File: config.mk
export PLATFORM = sky130hd
export DESIGN_NAME = wheel_speed_gain_scheduled_drive_top
export DESIGN_NICKNAME = d
export VERILOG_FILES = /design/src/rtl/wsgd_pkg.sv /design/src/rtl/wsgd_cfg.sv /design/src/rtl/wsgd_smul.sv /design/src/rtl/wheel_speed_gain_scheduled_drive_top.sv
export SDC_FILE = /design/constraint.sdc
export NUM_CORES = 1
export LEC_CHECK = 0
export CAP_MARGIN = 20
export CORE_ASPECT_RATIO = 0.7
export CORE_MARGIN = 5
export CORE_UTILIZATION = 25
export CTS_CLUSTER_DIAMETER = 200
export DETAILED_ROUTE_END_ITERATION = 8
export DONT_BUFFER_PORTS = 1
export GPL_TIMING_DRIVEN = 0
export PLACE_DENSITY_LB_ADDON = 0.05
export SLEW_MARGIN = 20
export SYNTH_ARGS = -nofsm -noshare
export SYNTH_HDL_FRONTEND = slang
export SYNTH_SLANG_ARGS = --single-unit
File: constraint.sdc
create_clock -name clk -period 9.4 [get_ports clk]
set_clock_uncertainty 0.2 [all_clocks]
set_input_delay 1.88 -clock clk [delete_from_list [all_inputs] [get_ports clk]]
set_output_delay 1.88 -clock clk [all_outputs]
set_load 0.03 [all_outputs]
File: src/rtl/wsgd_pkg.sv
// Shared types, widths and constants of the wheel speed drive.
// No dependencies; every other file in rtl imports this package.
`default_nettype none

package wsgd_pkg;

	// Stream payload widths, padded to whole bytes.
	localparam int IN_W  = 48;
	localparam int OUT_W = 48;

	// Configuration port.
	localparam int CFG_IDX_W  = 3;
	localparam int CFG_DATA_W = 24;

	typedef enum logic [CFG_IDX_W-1:0] {
		REG_SPEED_SCALE = 3'd0,
		REG_GAIN_SLOPE  = 3'd1,
		REG_GAIN_OFFSET = 3'd2,
		REG_STEP_LIMIT  = 3'd3,
		REG_DEADBAND    = 3'd4
	} cfg_reg_t;

	typedef struct packed {
		logic [15:0] speed_scale;
		logic [23:0] gain_slope;
		logic [15:0] gain_offset;
		logic [9:0]  step_limit;
		logic [15:0] deadband;
	} cfg_t;

	localparam logic [15:0] SPEED_SCALE_RST = 16'd23743;
	localparam logic [23:0] GAIN_SLOPE_RST  = 24'd343597;
	localparam logic [15:0] GAIN_OFFSET_RST = 16'd11796;
	localparam logic [9:0]  STEP_LIMIT_RST  = 10'd100;
	localparam logic [15:0] DEADBAND_RST    = 16'd256;

	// Drive accumulator codes.
	localparam logic [10:0] DRIVE_RESET   = 11'd1024;
	localparam logic [10:0] DRIVE_MAX     = 11'd2047;
	localparam logic [10:0] DRIVE_STOP_LO = 11'd1023;
	localparam logic [10:0] DRIVE_STOP_HI = 11'd1024;

	// Shared serial multiplier: signed A times signed B, one B bit per cycle.
	localparam int MUL_A_W   = 33;
	localparam int MUL_B_W   = 25;
	localparam int MUL_P_W   = MUL_A_W + MUL_B_W;
	localparam int MUL_CNT_W = $clog2(MUL_B_W);

	typedef struct packed {
		logic                      start;
		logic signed [MUL_A_W-1:0] a;
		logic signed [MUL_B_W-1:0] b;
	} mul_req_t;

endpackage

`default_nettype wire

File: src/rtl/wsgd_cfg.sv
// Configuration register file of the wheel speed drive.
// Depends on wsgd_pkg for the register index codes and the cfg_t bundle.
`default_nettype none

module wsgd_cfg
	import wsgd_pkg::*;
(
	input  wire logic                  clk,
	input  wire logic                  arst_n,
	input  wire logic                  cfg_we,
	input  wire logic [CFG_IDX_W-1:0]  cfg_index,
	input  wire logic [CFG_DATA_W-1:0] cfg_data,
	output cfg_t                       cfg
);

	cfg_t cfg_q;

	always_ff @(posedge clk or negedge arst_n) begin
		if (!arst_n) begin
			cfg_q.speed_scale <= SPEED_SCALE_RST;
			cfg_q.gain_slope  <= GAIN_SLOPE_RST;
			cfg_q.gain_offset <= GAIN_OFFSET_RST;
			cfg_q.step_limit  <= STEP_LIMIT_RST;
			cfg_q.deadband    <= DEADBAND_RST;
		end else if (cfg_we) begin
			// Only the register's own width is kept; unknown indexes are dropped.
			unique case (cfg_reg_t'(cfg_index))
				REG_SPEED_SCALE: cfg_q.speed_scale <= cfg_data[15:0];
				REG_GAIN_SLOPE:  cfg_q.gain_slope  <= cfg_data[23:0];
				REG_GAIN_OFFSET: cfg_q.gain_offset <= cfg_data[15:0];
				REG_STEP_LIMIT:  cfg_q.step_limit  <= cfg_data[9:0];
				REG_DEADBAND:    cfg_q.deadband    <= cfg_data[15:0];
				default: begin
				end
			endcase
		end
	end

	assign cfg = cfg_q;

endmodule

`default_nettype wire

File: src/rtl/wsgd_smul.sv
// Bit-serial signed shift-add multiplier shared by the three products.
// Depends on wsgd_pkg for operand widths and the mul_req_t request bundle.
`default_nettype none

module wsgd_smul
	import wsgd_pkg::*;
(
	input  wire logic                  clk,
	input  wire logic                  arst_n,
	input  wire mul_req_t              req,
	output logic                       done,
	output logic signed [MUL_P_W-1:0]  prod
);

	logic signed [MUL_A_W-1:0] a_q;
	logic signed [MUL_A_W:0]   h_q;
	logic [MUL_B_W-1:0]        l_q;
	logic [MUL_CNT_W-1:0]      cnt_q;
	logic                      busy_q;
	logic                      done_q;

	logic                      last;
	logic signed [MUL_A_W:0]   a_ext;
	logic signed [MUL_A_W:0]   addend;
	logic signed [MUL_A_W:0]   sum;
	logic [MUL_P_W:0]          full;

	// The sign bit of B carries negative weight, so the last step subtracts A.
	always_comb begin
		last  = (cnt_q == MUL_CNT_W'(MUL_B_W - 1));
		a_ext = {a_q[MUL_A_W-1], a_q};
		if (l_q[0]) begin
			addend = last ? -a_ext : a_ext;
		end else begin
			addend = '0;
		end
		sum  = h_q + addend;
		full = {h_q, l_q};
	end

	always_ff @(posedge clk or negedge arst_n) begin
		if (!arst_n) begin
			busy_q <= 1'b0;
			done_q <= 1'b0;
			cnt_q  <= '0;
		end else begin
			done_q <= 1'b0;
			if (req.start) begin
				busy_q <= 1'b1;
				cnt_q  <= '0;
			end else if (busy_q) begin
				cnt_q <= cnt_q + 1'b1;
				if (last) begin
					busy_q <= 1'b0;
					done_q <= 1'b1;
				end
			end
		end
	end

	always_ff @(posedge clk) begin
		if (req.start) begin
			a_q <= req.a;
			h_q <= '0;
			l_q <= req.b;
		end else if (busy_q) begin
			h_q <= {sum[MUL_A_W], sum[MUL_A_W:1]};
			l_q <= {sum[0], l_q[MUL_B_W-1:1]};
		end
	end

	assign done = done_q;
	assign prod = full[MUL_P_W-1:0];

endmodule

`default_nettype wire

File: src/rtl/wheel_speed_gain_scheduled_drive_top.sv
// Gain-scheduled wheel speed drive, top level: sequencer, datapath and stream ports.
// Inputs are taken only in idle, once the previous result is in the output register.
// Item rate: three 25-step products on the one shared multiplier, plus output stalls.
// The output register holds a result while the next item is already being worked on.
// Asynchronous active-low reset: registers to defaults, last count 0, drive code 1024.
// Depends on wsgd_pkg, wsgd_cfg and wsgd_smul.
`default_nettype none

module wheel_speed_gain_scheduled_drive_top
	import wsgd_pkg::*;
(
	input  wire logic                  clk,
	input  wire logic                  arst_n,
	input  wire logic                  s_tvalid,
	output logic                       s_tready,
	input  wire logic [IN_W-1:0]       s_tdata,   // encoder_count[31:0], target_speed[47:32]
	output logic                       m_tvalid,
	input  wire logic                  m_tready,
	output logic [OUT_W-1:0]           m_tdata,   // duty[9:0], forward[10], drive_level[21:11],
	                                              // speed_estimate[45:22], zero pad[47:46]
	input  wire logic                  cfg_we,
	input  wire logic [CFG_IDX_W-1:0]  cfg_index,
	input  wire logic [CFG_DATA_W-1:0] cfg_data
);

	typedef enum logic [8:0] {
		ST_IDLE = 9'b000000001,
		ST_LD1  = 9'b000000010,
		ST_W1   = 9'b000000100,
		ST_LD2  = 9'b000001000,
		ST_W2   = 9'b000010000,
		ST_LD3  = 9'b000100000,
		ST_W3   = 9'b001000000,
		ST_DEAD = 9'b010000000,
		ST_ACC  = 9'b100000000
	} state_t;

	cfg_t                      cfg;
	mul_req_t                  mul_req;
	logic                      mul_done;
	logic signed [MUL_P_W-1:0] mul_p;

	state_t       state_q, state_d;
	logic [31:0]  last_count_q;
	logic [10:0]  acc_q;
	logic [31:0]  diff_q;
	logic [15:0]  target_q;
	logic [23:0]  speed_q;
	logic [24:0]  err_q;
	logic [24:0]  gain_q;
	logic [18:0]  step_q;
	logic [10:0]  whole_q;
	logic         m_tvalid_q;
	logic [9:0]   duty_q;
	logic         forward_q;
	logic [10:0]  drive_q;
	logic [23:0]  speed_out_q;

	logic               in_fire;
	logic               out_load;
	logic [31:0]        count_in;
	logic [32:0]        diff_raw;
	logic [31:0]        diff_sat;
	logic [49:0]        speed_sh;
	logic [23:0]        speed_sat;
	logic [23:0]        mag;
	logic [24:0]        err_d;
	logic [24:0]        gain_d;
	logic signed [41:0] step_sh;
	logic signed [41:0] lim_pos;
	logic signed [41:0] lim_neg;
	logic signed [41:0] step_clamped;
	logic [18:0]        step_abs;
	logic [10:0]        whole_d;
	logic [12:0]        acc_sum;
	logic [10:0]        acc_d;
	logic [9:0]         duty_d;
	logic               forward_d;

	wsgd_cfg u_cfg (
		.clk       (clk),
		.arst_n    (arst_n),
		.cfg_we    (cfg_we),
		.cfg_index (cfg_index),
		.cfg_data  (cfg_data),
		.cfg       (cfg)
	);

	wsgd_smul u_smul (
		.clk    (clk),
		.arst_n (arst_n),
		.req    (mul_req),
		.done   (mul_done),
		.prod   (mul_p)
	);

	assign s_tready = (state_q == ST_IDLE);
	assign in_fire  = s_tvalid && s_tready;
	assign out_load = (state_q == ST_ACC) && (!m_tvalid_q || m_tready);

	// Position difference, saturated to 32-bit signed.
	always_comb begin
		count_in = s_tdata[31:0];
		diff_raw = {count_in[31], count_in} - {last_count_q[31], last_count_q};
		if (diff_raw[32] != diff_raw[31]) begin
			diff_sat = diff_raw[32] ? 32'h8000_0000 : 32'h7FFF_FFFF;
		end else begin
			diff_sat = diff_raw[31:0];
		end
	end

	// Operand selection for the shared multiplier.
	always_comb begin
		mag             = speed_q[23] ? (24'd0 - speed_q) : speed_q;
		mul_req         = '0;
		if (state_q == ST_LD1) begin
			mul_req.start = 1'b1;
			mul_req.a     = {diff_q[31], diff_q};
			mul_req.b     = {9'd0, cfg.speed_scale};
		end else if (state_q == ST_LD2) begin
			mul_req.start = 1'b1;
			mul_req.a     = {9'd0, mag};
			mul_req.b     = {1'b0, cfg.gain_slope};
		end else if (state_q == ST_LD3) begin
			mul_req.start = 1'b1;
			mul_req.a     = {{8{gain_q[24]}}, gain_q};
			mul_req.b     = err_q;
		end
	end

	// Post-processing of the products.
	always_comb begin
		speed_sh = mul_p[57:8];
		if (speed_sh[49:23] == {27{speed_sh[23]}}) begin
			speed_sat = speed_sh[23:0];
		end else begin
			speed_sat = speed_sh[49] ? 24'h80_0000 : 24'h7F_FFFF;
		end

		err_d  = {speed_q[23], speed_q} - {target_q[15], target_q, 8'd0};
		gain_d = {1'b0, mul_p[47:24]} - {9'd0, cfg.gain_offset};

		step_sh = mul_p[57:16];
		lim_pos = $signed({24'd0, cfg.step_limit, 8'd0});
		lim_neg = -lim_pos;
		if (step_sh > lim_pos) begin
			step_clamped = lim_pos;
		end else if (step_sh < lim_neg) begin
			step_clamped = lim_neg;
		end else begin
			step_clamped = step_sh;
		end

		// Deadband on the clamped step, then floor to whole drive codes.
		step_abs = step_q[18] ? (19'd0 - step_q) : step_q;
		if (step_abs < {3'd0, cfg.deadband}) begin
			whole_d = '0;
		end else begin
			whole_d = step_q[18:8];
		end

		acc_sum = {2'b00, acc_q} + {{2{whole_q[10]}}, whole_q};
		if (acc_sum[12]) begin
			acc_d = '0;
		end else if (acc_sum[11]) begin
			acc_d = DRIVE_MAX;
		end else begin
			acc_d = acc_sum[10:0];
		end

		if (acc_d == DRIVE_STOP_LO || acc_d == DRIVE_STOP_HI) begin
			duty_d    = '0;
			forward_d = 1'b0;
		end else if (acc_d < DRIVE_STOP_LO) begin
			duty_d    = 10'(DRIVE_STOP_LO - acc_d);
			forward_d = 1'b0;
		end else begin
			duty_d    = 10'(acc_d - DRIVE_STOP_HI);
			forward_d = 1'b1;
		end
	end

	always_comb begin
		state_d = state_q;
		unique case (state_q)
			ST_IDLE: if (in_fire) begin
				state_d = ST_LD1;
			end
			ST_LD1:  state_d = ST_W1;
			ST_W1:   if (mul_done) begin
				state_d = ST_LD2;
			end
			ST_LD2:  state_d = ST_W2;
			ST_W2:   if (mul_done) begin
				state_d = ST_LD3;
			end
			ST_LD3:  state_d = ST_W3;
			ST_W3:   if (mul_done) begin
				state_d = ST_DEAD;
			end
			ST_DEAD: state_d = ST_ACC;
			ST_ACC:  if (out_load) begin
				state_d = ST_IDLE;
			end
			default: state_d = ST_IDLE;
		endcase
	end

	always_ff @(posedge clk or negedge arst_n) begin
		if (!arst_n) begin
			state_q      <= ST_IDLE;
			last_count_q <= '0;
			acc_q        <= DRIVE_RESET;
			m_tvalid_q   <= 1'b0;
		end else begin
			state_q <= state_d;
			if (in_fire) begin
				last_count_q <= count_in;
			end
			if (out_load) begin
				acc_q      <= acc_d;
				m_tvalid_q <= 1'b1;
			end else if (m_tready) begin
				m_tvalid_q <= 1'b0;
			end
		end
	end

	always_ff @(posedge clk) begin
		if (in_fire) begin
			diff_q   <= diff_sat;
			target_q <= s_tdata[47:32];
		end
		if (state_q == ST_W1 && mul_done) begin
			speed_q <= speed_sat;
		end
		if (state_q == ST_LD2) begin
			err_q <= err_d;
		end
		if (state_q == ST_W2 && mul_done) begin
			gain_q <= gain_d;
		end
		if (state_q == ST_W3 && mul_done) begin
			step_q <= step_clamped[18:0];
		end
		if (state_q == ST_DEAD) begin
			whole_q <= whole_d;
		end
		if (out_load) begin
			duty_q      <= duty_d;
			forward_q   <= forward_d;
			drive_q     <= acc_d;
			speed_out_q <= speed_q;
		end
	end

	assign m_tvalid = m_tvalid_q;
	assign m_tdata  = {2'b00, speed_out_q, drive_q, forward_q, duty_q};

endmodule

`default_nettype wire
==> results_dict.tcl, run 1 <==
set metrics [dict create \
    instances_no_fill 3811 \
    chipWidth_um 386 \
    start_kind "flop" \
    core-area_sq_um 98100 \
    area_growth_pct 14.9 \
    worstPathRequired_ns 9.53 \
    grt_pass1_vias 18300 \
    grt_pass1_wl_um 126000 \
    io_buffers 0 \
    die-area_sq_um 106000 \
    pwr_density_cell_nw_per_um2 304 \
    async_flop_share_pct 33.0 \
    io_pins 130 \
    gp_congestion 0.792 \
    post-route-cell-area_sq_um 28500 \
    seq_area_frac_synth_pct 48.1 \
    die_h_um 273 \
    register_area_sq_um 11900 \
    netlist_instances 2372 \
    hold_class "flop to flop" \
    wire_per_inst_um 22.4 \
    start_util_pct 25.2 \
    clkSlewWorstSetupHoldPaths_ns 0.06 \
    grt.met1_usage_pct 25.8 \
    htree_levels 2 \
    min_period_ns 5.73 \
    netlist.area_leader.share_pct 30.9 \
    met2_usage_pct 21.8 \
    vias 18300 \
    fmax_mhz 174 \
    fin_hold_ws_ns 0.285 \
    setup_viol 0 \
    synth_edf_count 255 \
    vias_per_cell 4.80 \
    crit_arrival_ns 5.86 \
    cts_root_buf "clkbuf_16" \
    synth_top_area_cell "edfxtp_1" \
    path_class "flop to flop" \
    multi_input_comb_area_sq_um 12000 \
    final_util_pct 29.0 \
    antenna_found_initial 13 \
    post-route-period-util_pct 61.0 \
    n_fill_cell 10200 \
    synth_seq_cells 430 \
    worstPathMaxFanout 10 \
    cts_hold_buf 0 \
    grt_setup_unrepaired "no" \
    cts_setup_buffers 0 \
    dp_hpwl_um 65500 \
    use_met3_pct 2.95 \
    dpl.cell_count 3710 \
    wl_um 85200 \
    yosysUniqueCellTypes 83 \
    drc_errors 0 \
    worstSkewPairLatency_ns 0.62 \
    maxSlewHeadroom_pct 31.1 \
    gr-total-overflow 0 \
    synth_area_per_cell_sq_um 10.4 \
    ant_nets 0 \
    cts_resized 0 \
    fin_nets 2702 \
    p_total_mw 8.64 \
    yosysWarningCount 0 \
    tns_ns 0 \
    clock_sinks 430 \
    syn-cell-area_sq_um 24800 \
    drtIter0Drc 1398 \
    ys.flop_type "edfxtp_1" \
    peakVddDrop_mv 0.145 \
    hold_violations 0 \
    preCtsSetupSlack_ns 3.47 \
    cts_max_path_buffers 3 \
    worstMarginPinSlew_ns 1.03 \
    end_kind "flop" \
    p_leak_nw 11.5 \
    cts_tree "done" \
    final_layout_size_suffix_gt1_share_pct 9.21 \
    rows 96 \
    first_pass_iters 5 \
    max-cap-violations 0 \
    grt.busiest_layer "met1" \
    finalWorstSetupSlack_ns 3.67 \
    placed_area_sq_um 26600 \
    grt_start_max_net_pins 143 \
    cts_made_buffers 53 \
    grt_usage_pct 16.0 \
    synth.area.top_cells "edfxtp_1 (31%), dfrtp_1 (11%), ha_1 (8.8%)" \
    finalMaxSlewViolations 0 \
    status "complete, no violations" \
]
-- cell type report --
cell class	count	share of cell area [%]
Buffer	87	1.24
Inverter	154	2.03
Timing Repair Buffer	14	0.580
Sequential cell	430	41.9
Antenna cell	1	0.00879
Tap cell	1323	5.82
Multi-Input combinational cell	1702	42.1
Clock inverter	24	1.02
Clock buffer	76	5.36
-- critical path, stage by stage, from the launching register on --
cell	delay, ns
dfrtp_1	0.40
inv_1	0.15
nand3_1	0.19
or3_1	0.44
or3_1	0.33
clkbuf_1	0.21
nor4_1	0.73
ha_1	0.39
a21o_1	0.18
a21o_1	0.17
a21oi_1	0.16
o21ai_0	0.10
a221oi_1	0.37
a21oi_1	0.12
a211o_1	0.31
clkbuf_1	0.28
clkbuf_1	0.33
a21oi_1	0.27
a21oi_1	0.11
-- kinds of logic (layout without fill, tap and decap cells) --
family                   after synthesis  in the layout  share of synthesized area, %
flip-flops                           430            430                          48.1
buffers and inverters                241            355                          3.73
AO/OA/AOI/OAI                        590            590                          15.4
adder cells (fa/ha/maj)              187            187                          9.53
XOR/XNOR                             175            175                          6.19
multiplexers                          86             86                          3.74
other                                  1              3                        0.0151
AND/OR/NAND/NOR                      662            662                          13.2
-- per-layer routing --
| layer | wire length [um] | share of wire (%) |
|---|---|---|
| met4 | 1460 | 1.7 |
| met3 | 4350 | 5.1 |
| met2 | 33000 | 39 |
| met1 | 46400 | 54 |
| met5 | 13 | 0.015 |
-- path summary, 6_finish.rpt --
| check | from | endpoint | cells after the start | slack (ns) |
|---|---|---|---|---|
| max in group asynchronous | arst_n | u_cfg.cfg[21]$_DFFE_PN1P_ | 0 | 7.87 |
| setup reg to reg | u_cfg.cfg[16]$_DFFE_PN0P_ | step_q[17]$_DFFE_PP_ | 18 | 3.67 |
| hold reg to reg | acc_q[6]$_DFFE_PN0P_ | acc_q[6]$_DFFE_PN0P_ | 2 | 0.29 |
| min in group asynchronous | arst_n | u_cfg.cfg[79]$_DFFE_PN0P_ | 0 | 0.77 |
| hold / removal | acc_q[6]$_DFFE_PN0P_ | acc_q[6]$_DFFE_PN0P_ | 2 | 0.29 |
| setup / recovery | u_cfg.cfg[16]$_DFFE_PN0P_ | step_q[17]$_DFFE_PP_ | 18 | 3.67 |
-- state kept, by name (all words and copies together), names as in the netlist, 16 cells and up --
register      cells
u_smul.a_q       32
u_smul.l_q       25
u_cfg.cfg        82
err_q            25
diff_q           32
speed_q          24
step_q           19
speed_out_q      24
target_q         16
last_count_q     32
gain_q           25
u_smul.h_q       33
-- cells in the mapped netlist (all sizes together) (30+ instances only) --
library cell  number
a21o              66
dfxtp             33
a22oi             33
a21oi            110
o21ai            194
mux2i             33
nor2b             41
edfxtp           255
xnor2            113
dfrtp            108
xor2              62
ha               175
nand2            241
dfstp             34
and2              32
nor3              30
mux2              53
nor2             130
clkbuf            79
inv              152
-- report_power, final --
part           total (mW)  switching [mW]  internal (mW)  leakage [nW]
sequential           3.13           0.495           2.64          4.30
clock                2.15           0.874           1.27         0.873
combinational        3.36            2.04           1.32          6.30
total                8.64            3.41           5.23          11.5
-- placed cells by master, fill, tap and decap left out, drive strengths merged, types with 33 or more instances in the layout --
master,netlist,final
mux2i,33,33
xnor2,113,113
inv,152,154
nor2,130,130
nand2,241,241
xor2,62,62
o21ai,194,194
ha,175,175
nor2b,41,41
edfxtp,255,255
dfrtp,108,108
a21o,66,66
mux2,53,53
a22oi,33,33
a21oi,110,110
clkbuf,79,155
dfstp,34,34
dfxtp,33,33
Power figures use the tool's default switching activity.
==> run 2, diff against run 1 <==
Settings changed: ABC_AREA set to 1.
Clock period 9.4 ns to 4.7 ns, I/O delays scaled along.
==> run 2 against run 1 <==
  * Register-to-register slack lost 3.3 ns
  * Total power grew 120%
  * Die area grew 7.5%
  * Largest cell class unchanged
==> results_dict.tcl, run 2 <==
set metrics [dict create \
    worstHoldStart "s_tvalid" \
    mostFrequentLayoutCells "nand2_1 (804), inv_1 (419), nor2_1 (317), o21ai_0 (267), edfxtp_1 (255)" \
    clock_sinks 430 \
    instances_no_fill 4846 \
    gr-total-overflow 0 \
    pwr_density_cell_nw_per_um2 611 \
    maxSlewHeadroom_pct 28.3 \
    grt_pass1_wl_um 154000 \
    io_buffers 0 \
    die-area_sq_um 113000 \
    cts_max_path_buffers 3 \
    post-route-period-util_pct 92.5 \
    clkSlewWorstSetupHoldPaths_ns 0.06 \
    finalWorstSetupSlack_ns 0.351 \
    preCtsSetupSlack_ns -0.260 \
    antenna-diode-count 0 \
    area_growth_pct 14.1 \
    p_total_mw 18.6 \
    grt_start_max_net_pins 109 \
    vias_per_cell 4.76 \
    yosysUniqueCellTypes 60 \
    netlist.area_leader.share_pct 28.7 \
    syn-cell-area_sq_um 26700 \
    ant_nets 0 \
    n_fill_cell 11600 \
    max-cap-violations 0 \
    dpl.cell_count 4745 \
    io_pins 130 \
    die_h_um 283 \
    start_kind "flop" \
    core-area_sq_um 106000 \
    cts_root_buf "clkbuf_16" \
    netlist_instances 3311 \
    r2r_start "u_smul.a_q[0]$_DFFE_PN_" \
    seq_area_frac_synth_pct 44.7 \
    grt_usage_pct 17.9 \
    fin_nets 3636 \
    worstMarginPinSlew_ns 1.08 \
    p_leak_nw 13.3 \
    synth_top_cells_by_count "nand2_1 (805), inv_1 (420), nor2_1 (321)" \
    final_util_pct 28.7 \
    mostFrequentLayoutCell "nand2_1" \
    synth.most_common_cell "nand2_1" \
    cts_made_buffers 50 \
    finalMaxSlewViolations 0 \
    wire_per_inst_um 21.5 \
    synth_area_per_cell_sq_um 8.06 \
    setup_viol 0 \
    yosysWarningCount 0 \
    worstPathRequired_ns 5.07 \
    antenna_found_initial 5 \
    dp_hpwl_um 81600 \
    status "complete, no violations" \
    end_kind "flop" \
    peakVddDrop_mv 0.300 \
    tns_ns 0 \
    rows 100 \
    gp_congestion 0.858 \
    hold_violations 0 \
    min_period_ns 4.35 \
    drc_errors 0 \
    vias 23000 \
    drtIter0Drc 1683 \
    largest_register_ffs 82 \
    startpoint "u_smul.a_q[0]$_DFFE_PN_" \
    htree_levels 2 \
    synth.area.top_cells "edfxtp_1 (29%), nand2_1 (11%), dfrtp_1 (10%)" \
    first_pass_iters 5 \
    final_layout_size_suffix_gt1_share_pct 6.73 \
    crit_arrival_ns 4.72 \
    path_class "flop to flop" \
    wl_um 104000 \
    fmax_mhz 230 \
    chipWidth_um 400 \
    synth_edf_count 255 \
    synth_seq_cells 430 \
    async_flop_share_pct 33.0 \
    start_util_pct 25.1 \
    hold_class "input port to flop" \
    cts_tree "done" \
    ys.flop_type "edfxtp_1" \
    grt_pass1_vias 22500 \
    worstPathMaxFanout 5 \
    synth_top_area_cell "edfxtp_1" \
    worstSkewPairLatency_ns 0.63 \
]
[run 2: cell count changes after synthesis, moves of 45 or more]
cell and change:
a21o_1 -56, a21oi_1 +126, inv_1 +268, mux2_2 -45, nand2_1 +564, nand3_1 +124
nor2_1 +191, o21ai_0 +78, xnor2_1 -84
[run 2: path summary, 6_finish.rpt]
check | to | slack (ns) | depth (start not counted)
max in group asynchronous | u_cfg.cfg[34]$_DFFE_PN0P_ | 2.72 | 2
min | state_q[0]$_DFFE_PN1P_ | 0.19 | 1
max reg2reg | u_smul.h_q[20]$_SDFFE_PN0P_ | 0.35 | 22
min in group asynchronous | u_cfg.cfg[22]$_DFFE_PN1P_ | 0.24 | 1
min reg2reg | u_cfg.cfg[47]$_DFFE_PN1P_ | 0.29 | 2
max | u_smul.h_q[20]$_SDFFE_PN0P_ | 0.35 | 22
[run 2: repair_timing]
item,4_1_cts,5_1_grt
buffers inserted,0,5
pin swaps,0,2
setup endpoints to repair,10,40
gates resized for setup,3,22
hold buffers,2,1
endpoints found under the hold margin,108,6
[run 2: final cells by class]
cell class | instances | area (sq um) | area share, %
repair buffers | 13 | 186 | 0.613
inverters | 429 | 1610 | 5.30
flip-flops and latches | 430 | 11900 | 39.1
multi-input cells | 2369 | 12900 | 42.3
well taps | 1428 | 1790 | 5.87
clock inverters | 35 | 334 | 1.10
plain buffers | 83 | 384 | 1.26
clock buffers | 59 | 1340 | 4.39
[run 2: report_power, final]
| group | switching [mW] | leakage (nW) | internal (mW) |
|---|---|---|---|
| clock | 1.78 | 0.826 | 2.32 |
| combinational | 5.60 | 8.05 | 2.69 |
| sequential | 0.919 | 4.38 | 5.28 |
[run 2: worst max-delay path, stage by stage (launching register included)]
cell,delay [ns]
edfxtp_1,0.40
inv_1,0.11
ha_1,0.20
nand3_1,0.16
nor2_2,0.18
nand2_1,0.12
inv_1,0.16
nand2_1,0.17
nand2_1,0.21
o21ai_0,0.14
o21ai_0,0.17
a21oi_1,0.07
ha_1,0.39
nand2_1,0.20
o21ai_1,0.42
a21oi_1,0.12
nand3_2,0.18
inv_1,0.10
o21ai_0,0.30
a21oi_1,0.10
o21ai_0,0.10
nand2_1,0.07
inv_1,0.05
[run 2: cells by family after synthesis]
family	synth area share, %
and+or+nand+nor	22.6
AOI/OAI and AO/OA	12.9
buffers and inverters	7.46
DFF	44.7
adders and majority gates	8.58
xor gates and xnor gates	3.45
muxes	0.338
other	0.0141
[run 2: through the flow]
step           cell area [sq um]  hold WS, ns
6_report                   30400        0.190
5_1_grt                    30400        0.159
4_1_cts                    30300       0.0712
3_5_place_dp               28600        0.277
3_3_place_gp               28500        0.268
2_1_floorplan              26700        0.253
[run 2: layer usage]
metal  track usage [%]  share of wire (%)  vias up  wire length [um]
met5                 0                  0        -                 0
met3              2.68                4.8       89              5010
met2              27.0                 42      535             44200
li1                  -                  -    11200                 -
met4              3.18                1.5        0              1590
met1              27.3                 51    11200             53400
==> run 3, diff against run 2 <==
--- a/config.mk
+++ b/config.mk
@@ -16,4 +16,5 @@
 export GPL_TIMING_DRIVEN = 0
 export PLACE_DENSITY_LB_ADDON = 0.05
+export SETUP_SLACK_MARGIN = 0.2
 export SLEW_MARGIN = 20
 export SYNTH_ARGS = -nofsm -noshare
==> constraint.sdc (replaced) <==
create_clock -name clk -period 4.7 [get_ports clk]
set_clock_uncertainty 0.2 [all_clocks]
set_input_delay 0.94 -clock clk [delete_from_list [all_inputs] [get_ports clk]]
set_output_delay 0.94 -clock clk [all_outputs]
set_load 0.05 [all_outputs]
==> run 3 against run 2 <==
  * Design area is 0.16% higher
  * Setup slack improved by 0.17 ns
  * First-iteration DRC count grew 1.5%
  * Critical path type unchanged
  * Critical endpoint is now u_smul.h_q[30]$_SDFFE_PN0P_
  * Largest power group unchanged
  * Highest routed layer unchanged
==> results_dict.tcl, run 3 (same netlist as run 2, synthesis figures left out) <==
set metrics [dict create \
    status "complete, no violations" \
    startpoint "u_smul.a_q[0]$_DFFE_PN_" \
    p_leak_nw 13.3 \
    max-cap-violations 0 \
    dp_hpwl_um 81600 \
    dpl.cell_count 4745 \
    maxSlewHeadroom_pct 27.9 \
    antenna_found_initial 5 \
    grt_pass1_vias 22500 \
    worstPathRequired_ns 5.06 \
    mostFrequentLayoutCells "nand2_1 (802), inv_1 (418), nor2_1 (311), o21ai_0 (264), edfxtp_1 (255)" \
    worstPathMaxFanout 5 \
    clock_sinks 430 \
    io_buffers 0 \
    chipWidth_um 400 \
    worstMarginPinSlew_ns 1.08 \
    fmax_mhz 239 \
    setup_viol 0 \
    worstSkewPairLatency_ns 0.62 \
    reg2reg_setup_slack_ns 0.52 \
    mostFrequentLayoutCell "nand2_1" \
    hold_violations 0 \
    peakVddDrop_mv 0.300 \
    start_kind "flop" \
    first_pass_iters 5 \
    cts_root_buf "clkbuf_16" \
    min_period_ns 4.18 \
    wire_per_inst_um 21.5 \
    gp_congestion 0.858 \
    die-area_sq_um 113000 \
    finalMaxSlewViolations 0 \
    vias_per_cell 4.75 \
    grt_pass1_wl_um 154000 \
    grt_usage_pct 17.9 \
    cts_max_path_buffers 3 \
    p_total_mw 18.6 \
    path_class "flop to flop" \
    rr_worst_depth 21 \
    fin_nets 3638 \
    htree_levels 2 \
    wl_um 104000 \
    hold_class "input port to flop" \
    die_h_um 283 \
    grt_setup_unrepaired "yes" \
    io_pins 130 \
    area_growth_pct 14.3 \
    vias 23000 \
    drc_errors 0 \
    core-area_sq_um 106000 \
    cts_made_buffers 50 \
    r2r_start "u_smul.a_q[0]$_DFFE_PN_" \
    gr-total-overflow 0 \
    instances_no_fill 4848 \
    ant_nets 0 \
    largest_register_ffs 82 \
    rows 100 \
    pwr_density_cell_nw_per_um2 611 \
    end_kind "flop" \
    post-route-period-util_pct 88.9 \
    drtIter0Drc 1709 \
    antenna-diode-count 0 \
    cts_tree "done" \
    final_layout_size_suffix_gt1_share_pct 7.13 \
    clkSlewWorstSetupHoldPaths_ns 0.06 \
    start_util_pct 25.1 \
    crit_arrival_ns 4.54 \
    r2r_end "u_smul.h_q[30]$_SDFFE_PN0P_" \
    setup.worst_path.end "u_smul.h_q[30]$_SDFFE_PN0P_" \
    grt_start_max_net_pins 109 \
]
-- run 3: cell count changes in the layout (fill, tap and decap cells not counted), moves of 2 or more --
cell,delta
nor2_2,+6
nor3_2,+2
nor2_1,-6
nor3_1,-2
nand2_2,+2
nand2_1,-2
o21ai_1,+3
o21ai_0,-3
-- run 3: timing repair --
item,in CTS,in global routing
pin swaps,0,2
endpoints found under the hold margin,108,6
resized for setup,8,35
setup buffers,0,6
endpoints found under the setup margin,36,40
hold buffers,2,1
-- run 3: worst max-delay path, stage by stage, from the launching register on --
cell	delay, ns
edfxtp_1	0.41
inv_1	0.11
ha_1	0.20
nand3_1	0.16
nor2_2	0.18
nand2_1	0.13
inv_1	0.16
nand2_2	0.12
o21ai_0	0.16
inv_1	0.11
a21oi_4	0.20
o21ai_0	0.10
a21oi_1	0.17
ha_1	0.31
a21oi_1	0.26
o21ai_0	0.25
a21boi_0	0.30
nor3_1	0.09
nor2_1	0.14
nand3_1	0.09
a31o_2	0.23
inv_1	0.04
-- run 3: layout make-up --
cell class,instances,area [sq um]
fill,11600,75600
multi-input combinational,2369,12900
sequential,430,11900
tap,1428,1790
inverter,429,1610
clock buffer,59,1340
buffer,84,392
clock inverter,35,334
timing repair buffer,14,194
-- run 3: worst min-delay path by stage --
stage / end / from / depth (start not counted) / slack (ns)
global route: state_q[0]$_DFFE_PN1P_ / s_tvalid / 1 / 0.16
floorplan: u_cfg.cfg[10]$_DFFE_PN0P_ / u_cfg.cfg[10]$_DFFE_PN0P_ / 2 / 0.25
detailed placement: u_cfg.cfg[4]$_DFFE_PN0P_ / u_cfg.cfg[4]$_DFFE_PN0P_ / 2 / 0.28
CTS: u_smul.cnt_q[1]$_DFFE_PN0P_ / arst_n / 1 / 0.07
global placement: u_cfg.cfg[48]$_DFFE_PN0P_ / u_cfg.cfg[48]$_DFFE_PN0P_ / 2 / 0.27
finish: state_q[0]$_DFFE_PN1P_ / s_tvalid / 1 / 0.19
-- run 3: power by group --
part           switching, mW  leakage, nW  internal [mW]
combinational           5.65         8.06           2.70
sequential             0.894         4.38           5.28
clock                   1.78        0.826           2.32
-- run 3: layer usage --
metal  up-vias  part of all wire [%]  track usage, %
met5         -                     0               0
met4         0                   1.5            3.18
met3        85                   4.9            2.68
met2       508                    42            26.9
met1     11200                    51            27.3
li1      11200                     -               -
-- run 3: stage by stage --
step	hold WS [ns]	area, sq um	util [%]	worst slack [ns]	setup TNS, ns
after floorplan	0.253	26700	-	0.963	0
after global placement	0.268	28500	26.8	-0.893	-49.76
after detailed placement	0.277	28600	26.9	-0.260	-1.36
after CTS	0.0712	30300	28.6	0.208	0
after global routing	0.159	30500	28.7	0.161	0
final	0.194	30500	28.7	0.520	0
